<file path="config.mk">
export PLATFORM = sky130hd
export DESIGN_NAME = rlts_cell
export DESIGN_NICKNAME = d
export VERILOG_FILES = /design/src/rtl/core/rlts_pkg.sv /design/src/rtl/core/rlts_cell.sv
export SDC_FILE = /design/constraint.sdc
export NUM_CORES = 1
export LEC_CHECK = 0
export ABC_AREA = 1
export BUFFER_PORTS_ARGS = -buffer_cell sky130_fd_sc_hd__buf_2
export CORE_ASPECT_RATIO = 1.2
export CORE_MARGIN = 4
export CORE_UTILIZATION = 55
export CTS_BUF_LIST = sky130_fd_sc_hd__clkbuf_4 sky130_fd_sc_hd__clkbuf_8 sky130_fd_sc_hd__clkbuf_16
export CTS_CLUSTER_DIAMETER = 120
export CTS_CLUSTER_SIZE = 28
export DETAILED_ROUTE_END_ITERATION = 8
export PLACE_DENSITY = 0.81
export SKIP_LAST_GASP = 1
export SLEW_MARGIN = 15
export SYNTH_ARGS = -nofsm -noshare
export SYNTH_HDL_FRONTEND = slang
export SYNTH_SLANG_ARGS = --single-unit
</file>
<file path="constraint.sdc">
create_clock -name i_clk -period 9.26 [get_ports i_clk]
set_clock_uncertainty 0.1 [all_clocks]
set_input_delay 1.852 -clock i_clk [delete_from_list [all_inputs] [get_ports i_clk]]
set_output_delay 1.852 -clock i_clk [all_outputs]
set_load 0.02 [all_outputs]
</file>
<file path="src/rtl/core/rlts_pkg.sv">
// Package for the route latency table selector: item and result types,
// the cell-to-cell token, register indexes and reset values. No dependencies.
package rlts_pkg;

    localparam int unsigned TABLE_DEPTH = 16;

    localparam int unsigned TIME_W  = 32;
    localparam int unsigned NODE_W  = 32;
    localparam int unsigned LAT_W   = 14;
    localparam int unsigned PEN_W   = 6;
    localparam int unsigned HOPS_W  = 8;
    localparam int unsigned DELAY_W = 15;

    localparam int unsigned CFG_IDX_W  = 2;
    localparam int unsigned CFG_DATA_W = 32;

    localparam logic [CFG_IDX_W-1:0] CFG_AGE_LIMIT   = 2'd0;
    localparam logic [CFG_IDX_W-1:0] CFG_LATENCY_CAP = 2'd1;
    localparam logic [CFG_IDX_W-1:0] CFG_HOP_PENALTY = 2'd2;

    localparam logic [TIME_W-1:0] AGE_LIMIT_RST   = 32'd10000;
    localparam logic [LAT_W-1:0]  LATENCY_CAP_RST = 14'd10000;
    localparam logic [PEN_W-1:0]  HOP_PENALTY_RST = 6'd2;

    localparam logic        REQ_PROBE    = 1'b0;
    localparam logic        REQ_EXPIRE   = 1'b1;
    localparam logic [HOPS_W-1:0] UNKNOWN_HOPS = 8'd255;

    typedef struct packed {
        logic              req_type;
        logic [NODE_W-1:0] node_id;
        logic [TIME_W-1:0] sent_time;
        logic [TIME_W-1:0] now_ms;
        logic [HOPS_W-1:0] hop_count;
        logic [HOPS_W-1:0] hops_to_dest;
    } t_req;

    typedef struct packed {
        logic               route_found;
        logic [NODE_W-1:0]  best_node;
        logic [DELAY_W-1:0] best_delay;
        logic [HOPS_W-1:0]  best_hops;
        logic               table_full_drop;
    } t_rsp;

    // Running state handed from one cell to the next.
    typedef struct packed {
        logic               valid;
        logic               any_hit;
        logic               pending;
        logic               found;
        logic [DELAY_W-1:0] best_delay;
        logic [NODE_W-1:0]  best_node;
        logic [HOPS_W-1:0]  best_hops;
    } t_tok;

endpackage

</file>
<file path="src/rtl/core/rlts_cell.sv">
// One table slot: holds a route entry, expires it, takes an insert from the
// passing token and folds its own cost into the running best. Uses rlts_pkg.
module rlts_cell (
    input  logic                          i_clk,
    input  logic                          i_rst_n,
    input  logic                          i_exp_en,
    input  logic                          i_req_type,
    input  logic [rlts_pkg::NODE_W-1:0]   i_node,
    input  logic [rlts_pkg::TIME_W-1:0]   i_now,
    input  logic [rlts_pkg::HOPS_W-1:0]   i_dest,
    input  logic [rlts_pkg::LAT_W-1:0]    i_lat,
    input  logic [rlts_pkg::TIME_W-1:0]   i_age_limit,
    input  logic [rlts_pkg::PEN_W-1:0]    i_hop_penalty,
    input  rlts_pkg::t_tok                i_tok,
    output rlts_pkg::t_tok                o_tok,
    output logic                          o_hit
);

    logic                        r_valid;
    logic                        r_hit;
    logic [rlts_pkg::NODE_W-1:0] r_node;
    logic [rlts_pkg::LAT_W-1:0]  r_lat;
    logic [rlts_pkg::TIME_W-1:0] r_seen;
    logic [rlts_pkg::HOPS_W-1:0] r_dest;
    rlts_pkg::t_tok              r_tok;
    rlts_pkg::t_tok              n_tok;

    logic [rlts_pkg::TIME_W-1:0]  w_age;
    logic                         w_expired;
    logic                         w_take;
    logic                         w_v;
    logic [rlts_pkg::NODE_W-1:0]  w_node;
    logic [rlts_pkg::LAT_W-1:0]   w_lat;
    logic [rlts_pkg::HOPS_W-1:0]  w_dest;
    logic                         w_usable;
    logic [rlts_pkg::LAT_W-1:0]   w_pen_cost;
    logic [rlts_pkg::DELAY_W-1:0] w_eff;
    logic                         w_better;

    assign w_age     = i_now - r_seen;
    assign w_expired = r_valid && (w_age > i_age_limit);

    // A hit rewrites its own slot; otherwise the first free slot claims the insert.
    assign w_take = i_tok.valid && i_tok.pending && (i_tok.any_hit ? r_hit : !r_valid);

    assign w_v    = r_valid || w_take;
    assign w_node = w_take ? i_node : r_node;
    assign w_lat  = w_take ? i_lat  : r_lat;
    assign w_dest = w_take ? i_dest : r_dest;

    assign w_usable   = w_v && (w_dest != rlts_pkg::UNKNOWN_HOPS);
    assign w_pen_cost = i_hop_penalty * w_dest;
    assign w_eff      = {1'b0, w_lat} + {1'b0, w_pen_cost};
    assign w_better   = w_usable && (!i_tok.found || (w_eff < i_tok.best_delay));

    always_comb begin
        n_tok         = i_tok;
        n_tok.pending = i_tok.pending && !w_take;
        if (w_better) begin
            n_tok.found      = 1'b1;
            n_tok.best_delay = w_eff;
            n_tok.best_node  = w_node;
            n_tok.best_hops  = w_dest;
        end
    end

    always_ff @(posedge i_clk) begin
        if (!i_rst_n) begin
            r_valid <= 1'b0;
            r_hit   <= 1'b0;
            r_tok   <= '0;
        end else begin
            r_tok <= n_tok;
            if (i_exp_en) begin
                r_valid <= r_valid && !w_expired;
                r_hit   <= r_valid && !w_expired && (r_node == i_node)
                           && (i_req_type == rlts_pkg::REQ_PROBE);
            end else if (w_take) begin
                r_valid <= 1'b1;
            end
        end
    end

    always_ff @(posedge i_clk) begin
        if (w_take) begin
            r_node <= i_node;
            r_lat  <= i_lat;
            r_seen <= i_now;
            r_dest <= i_dest;
        end
    end

    assign o_tok = r_tok;
    assign o_hit = r_hit;

endmodule

</file>
Word level (Yosys, flattened, before mapping)

Index checks and enable logic that the tools add are counted.

Word-level logic and storage cells: 44
Flip-flop bits (word level): 147
Input port bits: 187

Reduce and logical (&&, ||, !) cells: 16
$add $sub $neg: 2
Multiply operators: 1
Order comparisons: 2
Multiplexer cells: 7
Equality and inequality tests: 2
Bitwise logic cells: 1

Operators with widths:

| operator             | number |
|---|---|
| $mux W56             | 1 |
| $eq A32 B32 Y1       | 1 |
| $gt A32 B32 Y1       | 1 |
| $mux W32             | 1 |
| $sub A32 B32 Y32     | 1 |
| $add A14 B14 Y15     | 1 |
| $lt A15 B15 Y1       | 1 |
| $mul A6 B8 Y14       | 1 |
| $mux W14             | 1 |
| $logic_and A1 B1 Y1  | 9 |
| $mux W8              | 1 |
| $ne A8 B8 Y1 const B | 1 |
| $logic_not A1 Y1     | 4 |
| $mux W1              | 3 |
| $logic_or A1 B1 Y1   | 2 |
| $reduce_bool A2 Y1   | 1 |
| $not A1 Y1           | 1 |

Logic depth before layout (Yosys ltp)

Depth in word-level cells: 10
Mapped depth: 39

Worst setup path before layout

No wires, ideal clock.

Kind: input to register
Start point: in i_tok[57] in the netlist's numbering
End point: reg r_tok (netlist bit o_tok[46])
Cell stages on the path: 36
Path buffers: 3
Data arrival time: 7119 ps
Slack: 1977 ps
Cells stage by stage: nand2_1 -> o21ai_1 -> nand2_2 -> buf_6 -> o21ai_2 -> inv_1 -> nor2_1 -> fa_1 -> fa_1 -> fa_1 -> inv_1 -> fa_1 -> inv_1 -> ha_1 -> a21oi_1 -> nor2_1 -> nor2_1 -> nand3_1 -> nand2_1 -> nand2_1 -> nand2_1 -> nand2_1 -> ha_1 -> nand2_1 -> inv_1 -> nor2_1 -> o21ai_0 -> a21oi_1 -> nand2_1 -> nand2_1 -> nand3_2 -> buf_6 -> buf_4 -> nand2_1 -> nand2_1 -> nor2_1

Word-level cells in the longest chain between the ends: 9
Elaborated cells between the ends (all ways): 13

Ends and longest elaborated chain:

| what                       | RTL line        | RTL |
|---|---|---|
| start: declaration         | rlts_cell.sv:14 | `input rlts_pkg::t_tok i_tok,` |
| $mux W1 (*)                | rlts_cell.sv:44 | `assign w_take = i_tok.valid && i_tok.pending && (i_tok.any_hit ? r_hit : !r_valid);` |
| $logic_and A1 B1 Y1 (*)    | rlts_cell.sv:44 |  |
| $mux W8 (*)                | --              |  |
| named net w_dest (one bit) | rlts_cell.sv:34 | `logic [rlts_pkg::HOPS_W-1:0] w_dest;` |
| $mul A6 B8 Y14             | rlts_cell.sv:52 | `assign w_pen_cost = i_hop_penalty * w_dest;` |
| $add A14 B14 Y15           | rlts_cell.sv:53 | `assign w_eff = {1'b0, w_lat} + {1'b0, w_pen_cost};` |
| $lt A15 B15 Y1             | rlts_cell.sv:54 | `assign w_better = w_usable && (!i_tok.found \|\| (w_eff < i_tok.best_delay));` |
| $logic_or A1 B1 Y1         | rlts_cell.sv:54 |  |
| $logic_and A1 B1 Y1        | rlts_cell.sv:54 |  |
| $mux W56 (*)               | rlts_cell.sv:59 | `if (w_better) begin` |
| end signal: assignment     | rlts_cell.sv:73 | `r_tok <= n_tok;` |
| end: declaration           | rlts_cell.sv:25 | `rlts_pkg::t_tok r_tok;` |

The timed path passes the listed nets; every way through them passes the cells marked *.
A chain may end at the register's enable or synchronous reset.

Final worst setup path

Start point: in i_tok[57] in the netlist's numbering
End point: reg r_tok (netlist bit o_tok[7])

Word-level cells in the longest chain between the ends: 9
Elaborated cells between the ends (all ways): 13

Ends and longest elaborated chain:

| what                       | RTL line |
|---|---|
| $mux W1 (*)                | rlts_cell.sv:44 |
| $logic_and A1 B1 Y1 (*)    | rlts_cell.sv:44 |
| $mux W8 (*)                | -- |
| named net w_dest (one bit) | rlts_cell.sv:34 |
| $mul A6 B8 Y14             | rlts_cell.sv:52 |
| $add A14 B14 Y15           | rlts_cell.sv:53 |
| $lt A15 B15 Y1             | rlts_cell.sv:54 |
| $logic_or A1 B1 Y1         | rlts_cell.sv:54 |
| $logic_and A1 B1 Y1 (*)    | rlts_cell.sv:54 |
| $mux W56 (*)               | rlts_cell.sv:59 |

Marked as above.

==> flow_metrics.env <==
export IMPL_synth_top_area_frac=0.2067
export IMPL_ios=247
export IMPL_cts_buffer_depth=2
export IMPL_vias_per_cell=5.041
export IMPL_grt_pass1_vias=10433
export IMPL_r2r_start="o_hit$_SDFFE_PN0P_"
export IMPL_synth_xor_area_frac=0.03775
export IMPL_grt_pass1_wl_um=48490
export IMPL_synth_top_family_by_area="simple AND/OR/NAND/NOR gates"
export IMPL_placed_cell_area_mm2=0.01256
export IMPL_drtPass1Iterations=5
export IMPL_avgSynthCellArea_um2=6.935
export IMPL_dr_first_iter_drc_count=594
export IMPL_slowest_delay_ns=0.55
export IMPL_start_util=0.5636
export IMPL_drc_errors=0
export IMPL_synth_compound_area_frac=0.08977
export IMPL_p_leak_nw=7.689
export IMPL_ys_warn_count=0
export IMPL_antenna_left=0
export IMPL_grt_usage=0.2708
export IMPL_synth_cell_type_count=36
export IMPL_fin_crit_sh=0.9021
export IMPL_synth_top_area_cell="dfxtp_1"
export IMPL_powerDensity_mw_per_mm2=242.2
export IMPL_port_buffers=246
export IMPL_postLayoutCellArea_mm2=0.01315
export IMPL_syn2layout_area_growth_pct=18.09
export IMPL_hold_ws_ns=0.3610
export IMPL_required_ns=9.48
export IMPL_synth_area_mux_share=0
export IMPL_drive_gt1_frac=0.1743
export IMPL_synth_seq_cells=147
export IMPL_critPathLaunch="i_tok[57]"
export IMPL_rsz0062_at_grt="no"
export IMPL_total_power_mw=3.185
export IMPL_relSlewSlack=0.2126
export IMPL_cp_arrival_ns=8.57
export IMPL_final_cell_mix="inv_1 (366), nand2_1 (366), buf_2 (246), nor2_1 (189), dfxtp_1 (115)"
export IMPL_critPathLaunchType="primary input"
export IMPL_cts_sink_count=147
export IMPL_worstHoldStart="r_lat[1]$_DFF_P_"
export IMPL_finalHoldViolations=0
export IMPL_critPathMaxFanout=56
export IMPL_layout_cells_non_filler=2115
export IMPL_setup_viol=0
export IMPL_die_area_mm2=0.02260
export IMPL_antenna_found_initial=3
export IMPL_syn_nets=1937
export IMPL_tritoncts="done"
export IMPL_clock_latency_ns=0.43
export IMPL_wl_um=30720
export IMPL_worst_slew_pin_transition_ns=1.181
export IMPL_dp_cells=2082
export IMPL_synthCells=1606
export IMPL_hpwl_um=24380
export IMPL_cts_resized=0
export IMPL_yosysSeqAreaShare=0.2930
export IMPL_cts_root_buf="clkbuf_16"
export IMPL_drv_cap=0
export IMPL_gr_total_overflow=0
export IMPL_cts_htree_levels=4
export IMPL_dieHeight_um=163.9
export IMPL_grt_max_degree=61
export IMPL_core_area_mm2=0.01976
export IMPL_synth_area_leaders="dfxtp_1 (21%), inv_1 (12%), nand2_1 (12%)"
export IMPL_wl_per_cell_um=14.52
export IMPL_hold_path_class="flip-flop to flip-flop"
export IMPL_hold_buffers=0
export IMPL_period_needed_ns=8.354
export IMPL_post_cts_repair_setup_buffers=0
export IMPL_cts_inserted_buffers=17
export IMPL_clk_pin_slew_worst_paths_ns=0.07
export IMPL_tns_ns=0
export IMPL_num_rows=56
export IMPL_ir_drop_v=0.0002676
export IMPL_status="completed"
export IMPL_place_congestion=0.9690
export IMPL_die_x_um=137.9
export IMPL_synthSimpleGateAreaFrac=0.2527
export IMPL_vias=10662
export IMPL_max_freq_mhz=119.7
export IMPL_synthAdderAreaFrac=0.1867
export IMPL_synthesis_area_mm2=0.01114
export IMPL_critPathSlowestCell="fa_1"
export IMPL_critPathKind="primary input to flip-flop"
export IMPL_critPathCaptureType="flip-flop"
export IMPL_report_final_slew_viol_count=0
export IMPL_final_net_count=2171
[worst paths after layout]
path                          to  depth (start not counted)  slack, ns
max          o_tok[7]$_SDFF_PN0_                         29       0.91
min             r_lat[1]$_DFF_P_                          2       0.36
max reg2reg  o_tok[7]$_SDFF_PN0_                         29       2.08
min reg2reg     r_lat[1]$_DFF_P_                          2       0.36
[cells by family (layout without fill, tap and decap cells)]
| logic type | count (synthesis) | after routing |
|---|---|---|
| AOI/OAI and AO/OA | 184 | 184 |
| xor gates and xnor gates | 48 | 48 |
| adders and majority gates | 144 | 144 |
| buffers and inverters | 403 | 650 |
| DFF | 147 | 147 |
| other | 0 | 1 |
| and+or+nand+nor | 680 | 680 |
[power by group]
part	total [mW]	switching (mW)	leakage (nW)	internal [mW]
combinational	1.71	1.08	6.14	0.635
clock	0.705	0.311	0.294	0.394
sequential	0.767	0.0276	1.26	0.739
[sequential cells by signal, indices dropped and copies added, names as in the netlist]
| register | cells |
|---|---|
| r_dest | 8 |
| r_valid | 1 |
| r_lat | 14 |
| o_hit | 1 |
| r_seen | 32 |
| r_node | 32 |
| o_tok | 59 |
[area by class of cell]
class / instances / area, µm²
Fill cell: 1766 / 6608
Multi-Input combinational cell: 1056 / 6314
Sequential cell: 147 / 3263
Inverter: 367 / 1378
Timing Repair Buffer: 251 / 1281
Clock buffer: 19 / 452.9
Tap cell: 261 / 326.6
Clock inverter: 13 / 133.9
Antenna cell: 1 / 2.502
[per-layer routing]
metal	vias up	share of wire	wire, µm	GRT usage
met3	107	0.074	2266	0.05270
met4	4	0.045	1373	0.1262
li1	5399	-	-	-
met2	410	0.48	14890	0.4687
met5	-	0.00068	21	0
met1	4742	0.40	12170	0.3213
[critical path: cells and delay by family]
family / cells / cell delay, ns
AOI/OAI and AO/OA: 5 / 1.01
xor gates and xnor gates: 1 / 0.16
adders and majority gates: 6 / 2.68
buffers and inverters: 6 / 0.86
and+or+nand+nor: 11 / 1.96
[Yosys cell counts, drive strengths merged]
cell      n
a21boi    2
a21o      8
a21oi    72
a31oi     2
and3      1
buf      19
clkbuf   17
dfxtp   115
edfxtp   32
fa       37
ha      107
inv     367
nand2   368
nand3    37
nand4    44
nor2    189
nor3      9
nor3b     1
nor4      2
o211ai    3
o21a      2
o21ai    91
o21bai    3
o22ai     1
or2      29
xnor2    19
xor2     29
[per-stage QoR]
step | utilization | worst slack, ns
after CTS | 0.6655 | 0.9679
after global routing | 0.6656 | 0.3222
after floorplan | - | 1.977
after global placement | 0.6358 | 0.6337
final | 0.6656 | 0.9061
after detailed placement | 0.6358 | 0.5280
Note: power is estimated with default switching activity, not from simulation.
